## config.mk

```make
export PLATFORM = sky130hd
export DESIGN_NAME = int16_dot_product_requantize
export DESIGN_NICKNAME = d
export VERILOG_FILES = /design/src/design/idpr_pkg.sv /design/src/design/idpr_front.sv /design/src/design/idpr_back.sv /design/src/design/int16_dot_product_requantize.sv
export SDC_FILE = /design/constraint.sdc
export NUM_CORES = 2
export LEC_CHECK = 0
export CELL_PAD_IN_SITES_DETAIL_PLACEMENT = 0
export CELL_PAD_IN_SITES_GLOBAL_PLACEMENT = 2
export CORE_MARGIN = 5
export CORE_UTILIZATION = 36
export CTS_CLUSTER_DIAMETER = 150
export DETAILED_ROUTE_END_ITERATION = 16
export DONT_BUFFER_PORTS = 1
export GPL_ROUTABILITY_DRIVEN = 0
export PLACE_DENSITY_LB_ADDON = 0.1
export SLEW_MARGIN = 20
export SYNTH_ARGS = -nofsm -noshare
export SYNTH_HDL_FRONTEND = slang
export SYNTH_SLANG_ARGS = --single-unit
```

## constraint.sdc

```tcl
create_clock -name clk -period 8.39 [get_ports clk]
set_input_delay 1.2585 -clock clk [delete_from_list [all_inputs] [get_ports clk]]
set_output_delay 1.2585 -clock clk [all_outputs]
set_load 0.01 [all_outputs]
```

## src/design/idpr_pkg.sv

```systemverilog
// Shared types, codes and constants of the dot product and requantize block.
package idpr_pkg;

  // Field widths
  localparam int ACT_W   = 16;
  localparam int WGT_W   = 12;
  localparam int RAW_W   = 32;
  localparam int BIAS_W  = 48;
  localparam int SCALE_W = 47;
  localparam int OUT_W   = 16;

  // Scale is split into two slices so each product stays within 32 x 24 bits
  localparam int SLO_W  = 24;
  localparam int MULB_W = 24;
  localparam int MULP_W = RAW_W + MULB_W;   // 56-bit partial product
  localparam int PROD_W = MULP_W + SLO_W;   // 80-bit full product
  localparam int T_W    = 65;               // biased Q30 value, signed
  localparam int MAG_W  = 64;

  // Requantization constants
  localparam logic [OUT_W-1:0] QMAX     = 16'd32767;
  localparam logic [MAG_W:0]   HALF_Q30 = 65'd536870912;
  localparam int               FRAC_SH  = 30;
  localparam int               LIM_BIT  = 62;   // product limit is 2^62

  // Item modes
  localparam logic MODE_MAC = 1'b0;
  localparam logic MODE_REQ = 1'b1;

  // Result kinds
  localparam logic KIND_RAW = 1'b0;
  localparam logic KIND_Q15 = 1'b1;

  // One classified item as held in the queue between front and back
  typedef struct packed {
    logic                     mode;
    logic                     last_term;
    logic signed [ACT_W-1:0]  act_q15;
    logic signed [WGT_W-1:0]  weight_q12;
    logic                     raw_neg;
    logic [RAW_W-1:0]         raw_mag;
    logic signed [BIAS_W-1:0] bias_q30;
  } idpr_item_t;

endpackage

```

## src/design/idpr_front.sv

```systemverilog
// Input side: accepts items, splits the raw sum into sign and magnitude, queues them.
module idpr_front import idpr_pkg::*; (
  input  logic                     clk,
  input  logic                     rst_n,
  input  logic                     in_valid,
  output logic                     in_ready,
  input  logic                     in_mode,
  input  logic signed [ACT_W-1:0]  in_act_q15,
  input  logic signed [WGT_W-1:0]  in_weight_q12,
  input  logic                     in_last_term,
  input  logic signed [RAW_W-1:0]  in_raw_in,
  input  logic signed [BIAS_W-1:0] in_bias_q30,
  output logic                     q_valid,
  input  logic                     q_ready,
  output idpr_item_t               q_item
);

  idpr_item_t q_mem_r [2];
  logic       wr_ptr_r;
  logic       rd_ptr_r;
  logic [1:0] count_r;
  idpr_item_t item;
  logic       push;
  logic       pop;

  // Classify the incoming item
  always_comb begin
    item            = '0;
    item.mode       = in_mode;
    item.last_term  = in_last_term;
    item.act_q15    = in_act_q15;
    item.weight_q12 = in_weight_q12;
    item.raw_neg    = in_raw_in[RAW_W-1];
    item.raw_mag    = in_raw_in[RAW_W-1] ? RAW_W'(-in_raw_in) : RAW_W'(in_raw_in);
    item.bias_q30   = in_bias_q30;
  end

  assign in_ready = (count_r != 2'd2);
  assign push     = in_valid && in_ready;
  assign q_valid  = (count_r != 2'd0);
  assign pop      = q_valid && q_ready;
  assign q_item   = q_mem_r[rd_ptr_r];

  // Two-entry queue storage
  always_ff @(posedge clk) begin
    if (push) begin
      q_mem_r[wr_ptr_r] <= item;
    end
  end

  // Queue pointers and fill count
  always_ff @(posedge clk) begin
    if (!rst_n) begin
      wr_ptr_r <= 1'b0;
      rd_ptr_r <= 1'b0;
      count_r  <= 2'd0;
    end else begin
      if (push) wr_ptr_r <= ~wr_ptr_r;
      if (pop)  rd_ptr_r <= ~rd_ptr_r;
      case ({push, pop})
        2'b10:   count_r <= count_r + 2'd1;
        2'b01:   count_r <= count_r - 2'd1;
        default: count_r <= count_r;
      endcase
    end
  end

endmodule

```

## src/design/idpr_back.sv

```systemverilog
// Execution side: MAC with saturating accumulator and multi-cycle requantizer.
module idpr_back import idpr_pkg::*; (
  input  logic                     clk,
  input  logic                     rst_n,
  input  logic                     q_valid,
  output logic                     q_ready,
  input  idpr_item_t               q_item,
  input  logic [SCALE_W-1:0]       scale_q30,
  output logic                     out_valid,
  input  logic                     out_ready,
  output logic                     out_result_kind,
  output logic signed [RAW_W-1:0]  out_raw_sum,
  output logic signed [OUT_W-1:0]  out_q15,
  output logic                     out_overflow
);

  typedef enum logic [2:0] {
    S_IDLE,
    S_MAC,
    S_MUL_HI,
    S_SUM,
    S_BIAS,
    S_MAG,
    S_OUT
  } state_t;

  localparam logic signed [RAW_W+1:0] SUM_MAX = 34'sh0_7FFF_FFFF;
  localparam logic signed [RAW_W+1:0] SUM_MIN = -34'sh0_8000_0000;

  state_t                    state_r;
  idpr_item_t                op_r;
  logic signed [RAW_W-1:0]   acc_r;
  logic                      sat_r;
  logic signed [27:0]        mprod_r;
  logic [MULP_W-1:0]         plo_r;
  logic [MULP_W-1:0]         phi_r;
  logic [PROD_W-1:0]         prod_r;
  logic signed [T_W-1:0]     t_r;
  logic                      big_r;
  logic [MAG_W-1:0]          mag_r;
  logic                      neg_r;
  logic                      out_valid_r;
  logic                      kind_r;
  logic signed [RAW_W-1:0]   raw_sum_r;
  logic signed [OUT_W-1:0]   q15_r;
  logic                      ovf_r;

  logic                      out_free;
  logic                      out_load;
  logic [RAW_W-1:0]          mul_a;
  logic [MULB_W-1:0]         mul_b;
  logic [MULP_W-1:0]         mul_p;
  logic signed [27:0]        mac_p;
  logic signed [RAW_W+1:0]   sum_w;
  logic signed [RAW_W-1:0]   sum_sat;
  logic                      sum_ovf;
  logic                      big;
  logic signed [T_W-1:0]     pmag_s;
  logic signed [T_W-1:0]     bias_s;
  logic [MAG_W:0]            rnd;
  logic [MAG_W-FRAC_SH:0]    qv;
  logic [OUT_W-1:0]          qmag;
  logic signed [OUT_W-1:0]   q_final;

  assign out_free = !out_valid_r || out_ready;
  assign q_ready  = (state_r == S_IDLE);

  // A result leaves the sequencer on a last MAC term or at the end of a requantize
  assign out_load = out_free &&
                    (((state_r == S_MAC) && op_r.last_term) || (state_r == S_OUT));

  // Shared 32 x 24 multiplier: low scale slice on pop, high slice next cycle
  always_comb begin
    if (state_r == S_IDLE) begin
      mul_a = q_item.raw_mag;
      mul_b = scale_q30[SLO_W-1:0];
    end else begin
      mul_a = op_r.raw_mag;
      mul_b = {1'b0, scale_q30[SCALE_W-1:SLO_W]};
    end
    mul_p = MULP_W'(mul_a) * MULP_W'(mul_b);
  end

  // Activation times weight
  assign mac_p = 28'(q_item.act_q15) * 28'(q_item.weight_q12);

  // Saturating accumulate
  always_comb begin
    sum_w   = 34'(acc_r) + 34'(mprod_r);
    sum_ovf = 1'b0;
    if (sum_w > SUM_MAX) begin
      sum_sat = RAW_W'(SUM_MAX);
      sum_ovf = 1'b1;
    end else if (sum_w < SUM_MIN) begin
      sum_sat = RAW_W'(SUM_MIN);
      sum_ovf = 1'b1;
    end else begin
      sum_sat = RAW_W'(sum_w);
    end
  end

  // Product limit check and bias add
  always_comb begin
    big    = (|prod_r[PROD_W-1:LIM_BIT+1]) ||
             (prod_r[LIM_BIT] && (|prod_r[LIM_BIT-1:0]));
    pmag_s = T_W'(prod_r[LIM_BIT:0]);
    bias_s = T_W'(op_r.bias_q30);
  end

  // Round half away from zero, drop Q30 fraction, clamp
  always_comb begin
    rnd  = {1'b0, mag_r} + HALF_Q30;
    qv   = rnd[MAG_W:FRAC_SH];
    qmag = (qv > (MAG_W-FRAC_SH+1)'(QMAX)) ? QMAX : qv[OUT_W-1:0];
    if (big_r) begin
      q_final = op_r.raw_neg ? -$signed(QMAX) : $signed(QMAX);
    end else begin
      q_final = neg_r ? -$signed(qmag) : $signed(qmag);
    end
  end

  // Sequencer, datapath registers and output register
  always_ff @(posedge clk) begin
    if (!rst_n) begin
      state_r     <= S_IDLE;
      acc_r       <= '0;
      sat_r       <= 1'b0;
      out_valid_r <= 1'b0;
    end else begin
      // Result valid: set when loaded, cleared on transfer
      if (out_load) begin
        out_valid_r <= 1'b1;
      end else if (out_valid_r && out_ready) begin
        out_valid_r <= 1'b0;
      end
      case (state_r)
        S_IDLE: begin
          if (q_valid) begin
            op_r    <= q_item;
            mprod_r <= mac_p;
            plo_r   <= mul_p;
            state_r <= (q_item.mode == MODE_MAC) ? S_MAC : S_MUL_HI;
          end
        end
        S_MAC: begin
          if (!op_r.last_term) begin
            acc_r   <= sum_sat;
            sat_r   <= sat_r | sum_ovf;
            state_r <= S_IDLE;
          end else if (out_free) begin
            kind_r      <= KIND_RAW;
            raw_sum_r   <= sum_sat;
            q15_r       <= '0;
            ovf_r       <= sat_r | sum_ovf;
            acc_r       <= '0;
            sat_r       <= 1'b0;
            state_r     <= S_IDLE;
          end
        end
        S_MUL_HI: begin
          phi_r   <= mul_p;
          state_r <= S_SUM;
        end
        S_SUM: begin
          prod_r  <= {phi_r, SLO_W'(0)} + PROD_W'(plo_r);
          state_r <= S_BIAS;
        end
        S_BIAS: begin
          big_r   <= big;
          t_r     <= op_r.raw_neg ? (bias_s - pmag_s) : (bias_s + pmag_s);
          state_r <= S_MAG;
        end
        S_MAG: begin
          neg_r   <= t_r[T_W-1];
          mag_r   <= t_r[T_W-1] ? MAG_W'(-t_r) : MAG_W'(t_r);
          state_r <= S_OUT;
        end
        S_OUT: begin
          if (out_free) begin
            kind_r      <= KIND_Q15;
            raw_sum_r   <= '0;
            q15_r       <= q_final;
            ovf_r       <= 1'b0;
            state_r     <= S_IDLE;
          end
        end
        default: state_r <= S_IDLE;
      endcase
    end
  end

  assign out_valid       = out_valid_r;
  assign out_result_kind = kind_r;
  assign out_raw_sum     = raw_sum_r;
  assign out_q15         = q15_r;
  assign out_overflow    = ovf_r;

endmodule

```

## src/design/int16_dot_product_requantize.sv

```systemverilog
// A last MAC term passes from the queue through S_MAC to the output register; a requantize
// item passes through S_MUL_HI, S_SUM, S_BIAS, S_MAG and S_OUT. The back-end sequencer and its
// shared 32x24 multiplier take a new item only once idle; a 2-entry queue decouples input.
// Reset (synchronous, rst_n low): queue empty, accumulator and overflow flag cleared,
// scale_q30 set to 0, no result pending.
// Top level: scale register, front-end queue and back-end execution unit.
module int16_dot_product_requantize import idpr_pkg::*; (
  input  logic                     clk,
  input  logic                     rst_n,
  input  logic                     cfg_valid,
  output logic                     cfg_ready,
  input  logic [SCALE_W-1:0]       cfg_scale_q30,
  input  logic                     in_valid,
  output logic                     in_ready,
  input  logic                     in_mode,
  input  logic signed [ACT_W-1:0]  in_act_q15,
  input  logic signed [WGT_W-1:0]  in_weight_q12,
  input  logic                     in_last_term,
  input  logic signed [RAW_W-1:0]  in_raw_in,
  input  logic signed [BIAS_W-1:0] in_bias_q30,
  output logic                     out_valid,
  input  logic                     out_ready,
  output logic                     out_result_kind,
  output logic signed [RAW_W-1:0]  out_raw_sum,
  output logic signed [OUT_W-1:0]  out_q15,
  output logic                     out_overflow
);

  logic [SCALE_W-1:0] scale_r;
  logic               q_valid;
  logic               q_ready;
  idpr_item_t         q_item;

  // Scale register, written on every config transfer
  assign cfg_ready = 1'b1;

  always_ff @(posedge clk) begin
    if (!rst_n) begin
      scale_r <= '0;
    end else if (cfg_valid && cfg_ready) begin
      scale_r <= cfg_scale_q30;
    end
  end

  idpr_front u_front (
    .clk           (clk),
    .rst_n         (rst_n),
    .in_valid      (in_valid),
    .in_ready      (in_ready),
    .in_mode       (in_mode),
    .in_act_q15    (in_act_q15),
    .in_weight_q12 (in_weight_q12),
    .in_last_term  (in_last_term),
    .in_raw_in     (in_raw_in),
    .in_bias_q30   (in_bias_q30),
    .q_valid       (q_valid),
    .q_ready       (q_ready),
    .q_item        (q_item)
  );

  idpr_back u_back (
    .clk             (clk),
    .rst_n           (rst_n),
    .q_valid         (q_valid),
    .q_ready         (q_ready),
    .q_item          (q_item),
    .scale_q30       (scale_r),
    .out_valid       (out_valid),
    .out_ready       (out_ready),
    .out_result_kind (out_result_kind),
    .out_raw_sum     (out_raw_sum),
    .out_q15         (out_q15),
    .out_overflow    (out_overflow)
  );

endmodule
```

Yosys cells after proc, flatten, opt, wreduce, memory -nomap -nowiden
Memories as Yosys holds them, arrays and structs flattened. A register that Yosys moved wholly into a read port is not among the register bits.
Index checks and enable logic that the tools add are counted.
{ "word_totals": {"regBits": 571, "mem_bits_rw": 222, "out_inout_bits": 53, "word_cells": 123, "memories": 1} }
{ "classes": {"addsub": 10, "n_mul": 2, "order_cmp": 3, "n_eq_ne": 14, "mux": 42, "bitwise_logic": 3, "n_reduce_logical": 24} }
{ "memory_table": {"columns": ["memory", "depth", "width", "rd", "rd_ports_with_merged_regs", "wr", "line", "text"], "rows": [
  ["u_front.q_mem_r", 2, 111, 1, 1, 1, "idpr_front.sv:18", "idpr_item_t q_mem_r [2];"]
]} }
{ "op_table": {"columns": ["cell", "count"], "rows": [
  ["2-to-1 mux 32 bit", 8],
  ["2-to-1 mux 16 bit", 7],
  ["adder 80 x 56 -> 80 bit", 1],
  ["adder 48 x 64 -> 65 bit", 1],
  ["adder 64 x 30 -> 65 bit, second input constant", 1],
  ["2-to-1 mux 65 bit", 1],
  ["subtractor 48 x 64 -> 65 bit", 1],
  ["2-to-1 mux 64 bit", 1],
  ["negator 64 bit", 1],
  ["case mux 32 bit (2 select lines)", 1],
  ["OR reduction 62 bit", 1],
  ["multiplier 32 x 24 -> 56 bit", 1],
  ["greater-than comparator 35 x 15 -> 1 bit, second input constant", 1],
  ["greater-than comparator 34 x 32 -> 1 bit, second input constant", 1],
  ["< comparator 34 x 32 -> 1 bit, second input constant", 1],
  ["adder 32 x 28 -> 33 bit", 1],
  ["negator 32 bit", 1],
  ["case mux 16 bit (2 select lines)", 1],
  ["multiplier 16 x 12 -> 28 bit", 1],
  ["2-to-1 mux 24 bit", 1],
  ["case mux 3 bit (7 select lines)", 1],
  ["OR reduction 17 bit", 1],
  ["negator 16 bit", 1],
  ["2-to-1 mux 1 bit", 14],
  ["23 further kinds", 48]
]} }

Depth between registers and ports, before layout
{ "depth": {"ltp_word": 8, "depth_mapped": 33} }

Cells and area by module
A second synthesis with hierarchy kept.
{ "unflattened": {"hier_cells": 6492, "area_unflattened_um2": 67857.6} }
{ "by_module_without_submodules": {"columns": ["mod", "n_inst", "cells_each", "area_each_um2", "seq_area_each_um2"], "rows": [
  ["idpr_back", 1, 5870, 57049.7, 14373.8],
  ["idpr_front", 1, 469, 8989.9, 6766.5],
  ["int16_dot_product_requantize", 1, 153, 1818.0, 940.9]
]} }

Worst setup path after synthesis
No wires, ideal clock.
{ "synth_timing": {"kind": "register to register", "from": "reg u_back.state_r[2]", "to": "reg u_back.phi_r[47] (data pin)", "t_arrival_ns": 8.414, "path_slack_ns": -0.288, "path_stages_with_launch": 33, "period_less_slack_ns": 8.678, "cell_sequence": "dfxtp_1 > clkbuf_1 > nor3_1 > clkbuf_1 > clkbuf_1 > nor2_1 > a21oi_1 > clkbuf_1 > nand2_1 > fa_1 > inv_1 > fa_1 > inv_1 > fa_1 > fa_1 > inv_1 > fa_1 > fa_1 > inv_1 > fa_1 > inv_1 > ha_1 > a21oi_1 > a21oi_1 > a311oi_1 > a31oi_1 > a221o_1 > a211o_1 > a31o_2 > a21o_1 > a21o_1 > a21oi_1 > xnor2_1"} }
{ "synth_between": {"elab_chain_cells": 3, "elab_cells_between_ends": 4, "cone_classes": "1 x mul; 2 x mux; 1 x reduce/logical"} }
{ "synth_rtl": {"columns": ["element", "line", "text"], "rows": [
  ["start, declared", "idpr_back.sv:30", "state_t state_r;"],
  ["start signal, assigned", "idpr_back.sv:142", "state_r <= (q_item.mode == MODE_MAC) ? S_MAC : S_MUL_HI;"],
  ["logical NOT 3 bit (*)", "idpr_back.sv:74", "if (state_r == S_IDLE) begin"],
  ["2-to-1 mux 32 bit or 2-to-1 mux 24 bit (tied branches)", "idpr_back.sv:74", null],
  ["multiplier 32 x 24 -> 56 bit (*)", "idpr_back.sv:81", "mul_p = MULP_W'(mul_a) * MULP_W'(mul_b);"],
  ["via u_back.mul_p[47]", "idpr_back.sv:52", "logic [MULP_W-1:0] mul_p;"],
  ["end signal, assigned", "idpr_back.sv:161", "phi_r <= mul_p;"],
  ["end, declared", "idpr_back.sv:36", "logic [MULP_W-1:0] phi_r;"]
]} }
Mark *: on every way through the listed nets, which the timed path passes. The rest lies on a longest branch.
A chain may end at the register's enable or synchronous reset.

Final worst setup path
{ "layout_timing": {"from": "reg u_back.state_r[1]", "to": "reg u_back.phi_r[55] (data pin)"} }
The elaborated chain is that of the path after synthesis.

==> results.ini <==
[routing]
wl_per_cell_um = 22.3
vias = 47400
finalWirelength_mm = 213
detail_route.iter0.violations = 2618
final_antenna_net_count = 0
viasPerCell = 4.95
route.detailed.drc = 0
dr.pass1.iters = 5

[cts]
clkTransAtPathRegs_ns = 0.06
cts_buffers = 93
postCtsHoldBufs = 0
cts_tree = built
clk_latency_ns = 0.74
cts_htree_levels = 3
clk_path_buf_depth = 3
cts_root_buffer = clkbuf_16
clkSinkCount = 765

[worst_setup_path]
critPathSlowestCell = fa_1
start_kind = flip-flop
timing.rr.start = u_back.state_r[1]
rrSetupSlack_ns = 0.1
crit_arrival_ns = 8.76
critical_path_required_ns = 8.86
r2r-end = u_back.phi_r[55]
crit_type = reg -> reg
cp_max_fo = 8
critical_path.max_stage_delay_ns = 0.63
cp-end-kind = flip-flop
path_common_cell = fa_1
reg2regPathDepth = 30

[floorplan]
io_pins = 215
core_area_mm2 = 0.186
initial_utilization_pct = 36.3
rows = 158
die_w_um = 443
die_height_um = 443
die_area_mm2 = 0.196

[synthesis]
yosysTopAreaCell = edfxtp_1
syn-instance-count = 6544
ys_seq_elements = 765
synth_top_area_share_pct = 30.1
synthesis.nets = 7919
async_flop_share_pct = 0
ys.warnings.count = 0
postSynthAreaPerCell_um2 = 10.3
synthTopCellsByArea = edfxtp_1 (30%), fa_1 (25%), ha_1 (6.9%)
synth_edf_count = 676
ys.flop_type = edfxtp_1
synth_cell_type_count = 79
netlist_area_mm2 = 0.0675
synth_seq_area_share_pct = 32.7

[sta]
setup_viol = 0
max_freq_mhz = 121
finalCritPeriodShare_pct = 98.8
slew_violations = 0
period_minus_slack_ns = 8.29
hold_viol = 0
tightest_slew_ns = 1.02
skew_ns = 0.0616
slew_headroom_pct = 32.3
fin_ws_ns = 0.0979
rsz0062_at_grt = yes

[final_layout]
syn_to_final_growth_pct = 18.6
final_cells = 9583
final_layout_size_suffix_gt1_share_pct = 16.2
regArea_mm2 = 0.0221
mostFrequentLayoutCells = inv_1 (959), fa_1 (800), nor2_1 (698), edfxtp_1 (676), nand2_1 (655)
layout_commonest_cell = inv_1
fillers = 18000
nNetsFinal = 8396
multi_input_area_mm2 = 0.0420

[placement]
dp_hpwl_mm = 176
place_ws_ns = -0.682
port_buffers = 0
dp_cells = 9295

[global_route]
grt-ovfl-total = 0
first_global_vias = 51300
antenna_found_initial = 6
grt_max_degree = 103
grt_pass1_wl_mm = 325
grt_use_total_pct = 21.9

[hold_path]
worstHoldPathType = reg -> reg
hold_depth = 0
hp-start = u_back.plo_r[10]
worst_hold_path.endpoint = u_back.prod_r[10]

[status]
status = completed

[job]
drv_cap = 0

timing repair:
item | in CTS | in global routing
buffers inserted | 53 | 51
resized for setup | 203 | 206
pin swaps | 82 | 158
gates cloned | 8 | 4
endpoints found under the setup margin | 40 | 51
layout make-up:
type	instances	area share, %
diodes	6	0.0188
clock buffers	108	3.03
clock inverters	63	0.822
inverters	1000	4.69
multi-input cells	4552	52.4
flip-flops and latches	765	27.6
well taps	2480	3.88
repair buffers	609	7.56
kinds of logic after synthesis:
group / synth area share (%)
and+or+nand+nor: 12.5
buffers and inverters: 6.83
adders and majority gates: 31.8
AOI/OAI and AO/OA: 7.76
DFF: 32.7
xor gates and xnor gates: 4.67
muxes: 3.62
other: 0.00556
state kept, by name (all words and copies together) (netlist names), named ones only:
name	count
u_front.q_mem_r	222
u_back.prod_r	80
u_back.t_r	65
u_back.phi_r	56
u_back.plo_r	56
u_back.bias_s	48
scale_r	47
u_back.mag_r	35
u_back.op_r	34
u_back.acc_r	32
u_back.out_raw_sum	32
u_back.mprod_r	28
u_back.out_q15	16
u_back.state_r	3
u_front.count_r	2
u_back.big_r	1
u_back.neg_r	1
u_back.out_overflow	1
u_back.out_result_kind	1
u_back.out_valid	1
u_back.sat_r	1
u_front.rd_ptr_r	1
u_front.wr_ptr_r	1
worst max-delay path by stage:
stage | slack [ns] | cells after the start | endpoint | from
after detailed placement | -0.68 | 29 | u_back.phi_r[48] | u_back.state_r[2]
after global placement | -0.59 | 29 | u_back.phi_r[48] | u_back.state_r[2]
after floorplan | 0.02 | 29 | u_back.phi_r[47] | u_back.state_r[2]
after global routing | -0.20 | 35 | u_back.phi_r[55] | u_back.state_r[1]
final | 0.1 | 30 | u_back.phi_r[55] | u_back.state_r[1]
after CTS | -0.01 | 33 | u_back.plo_r[47] | u_back.state_r[0]
per-stage QoR:
stage	cell area (um2)	TNS, ns	hold slack [ns]	utilization (%)
2_1_floorplan	67500	0	0.400	-
3_3_place_gp	74100	-11.62	0.400	39.9
3_5_place_dp	74100	-13.08	0.405	39.9
4_1_cts	78900	-0.00962	0.379	42.5
5_1_grt	80000	-1.63	0.382	43.1
6_report	80000	0	0.391	43.1
layer usage:
layer	up-vias	wire [um]	track usage, %
li1	22400	-	-
met1	24000	88600	27.2
met2	770	109000	39.1
met3	288	7080	2.57
met4	4	8880	8.07
met5	-	32	0
critical path: cells and delay by family (launching register included):
family                     cells  cell delay, ns
AOI/OAI and AO/OA              7            1.53
xor gates and xnor gates       1            0.10
adders and majority gates      8            4.01
buffers and inverters          8            0.97
DFF                            1            0.33
and+or+nand+nor                6            1.04
synth_stat cells (28+ instances only):
master / count
nand2b_1: 56
xnor2_1: 267
and2_1: 40
nor2_1: 739
buf_1: 32
nor3_1: 65
o21ai_0: 159
inv_1: 999
nand2_1: 669
xor2_1: 93
ha_1: 374
nand3_1: 62
a21oi_1: 264
nand4_1: 28
nor2b_1: 93
mux2_2: 98
clkbuf_1: 194
a31oi_1: 31
mux2i_1: 134
a21o_1: 147
and3_1: 39
edfxtp_1: 676
fa_1: 839
dfxtp_1: 89
o21a_1: 32
Power is left out: the tool's default activity adds up to more than one toggle a clock period on the data nets, which glitch-free logic cannot reach.
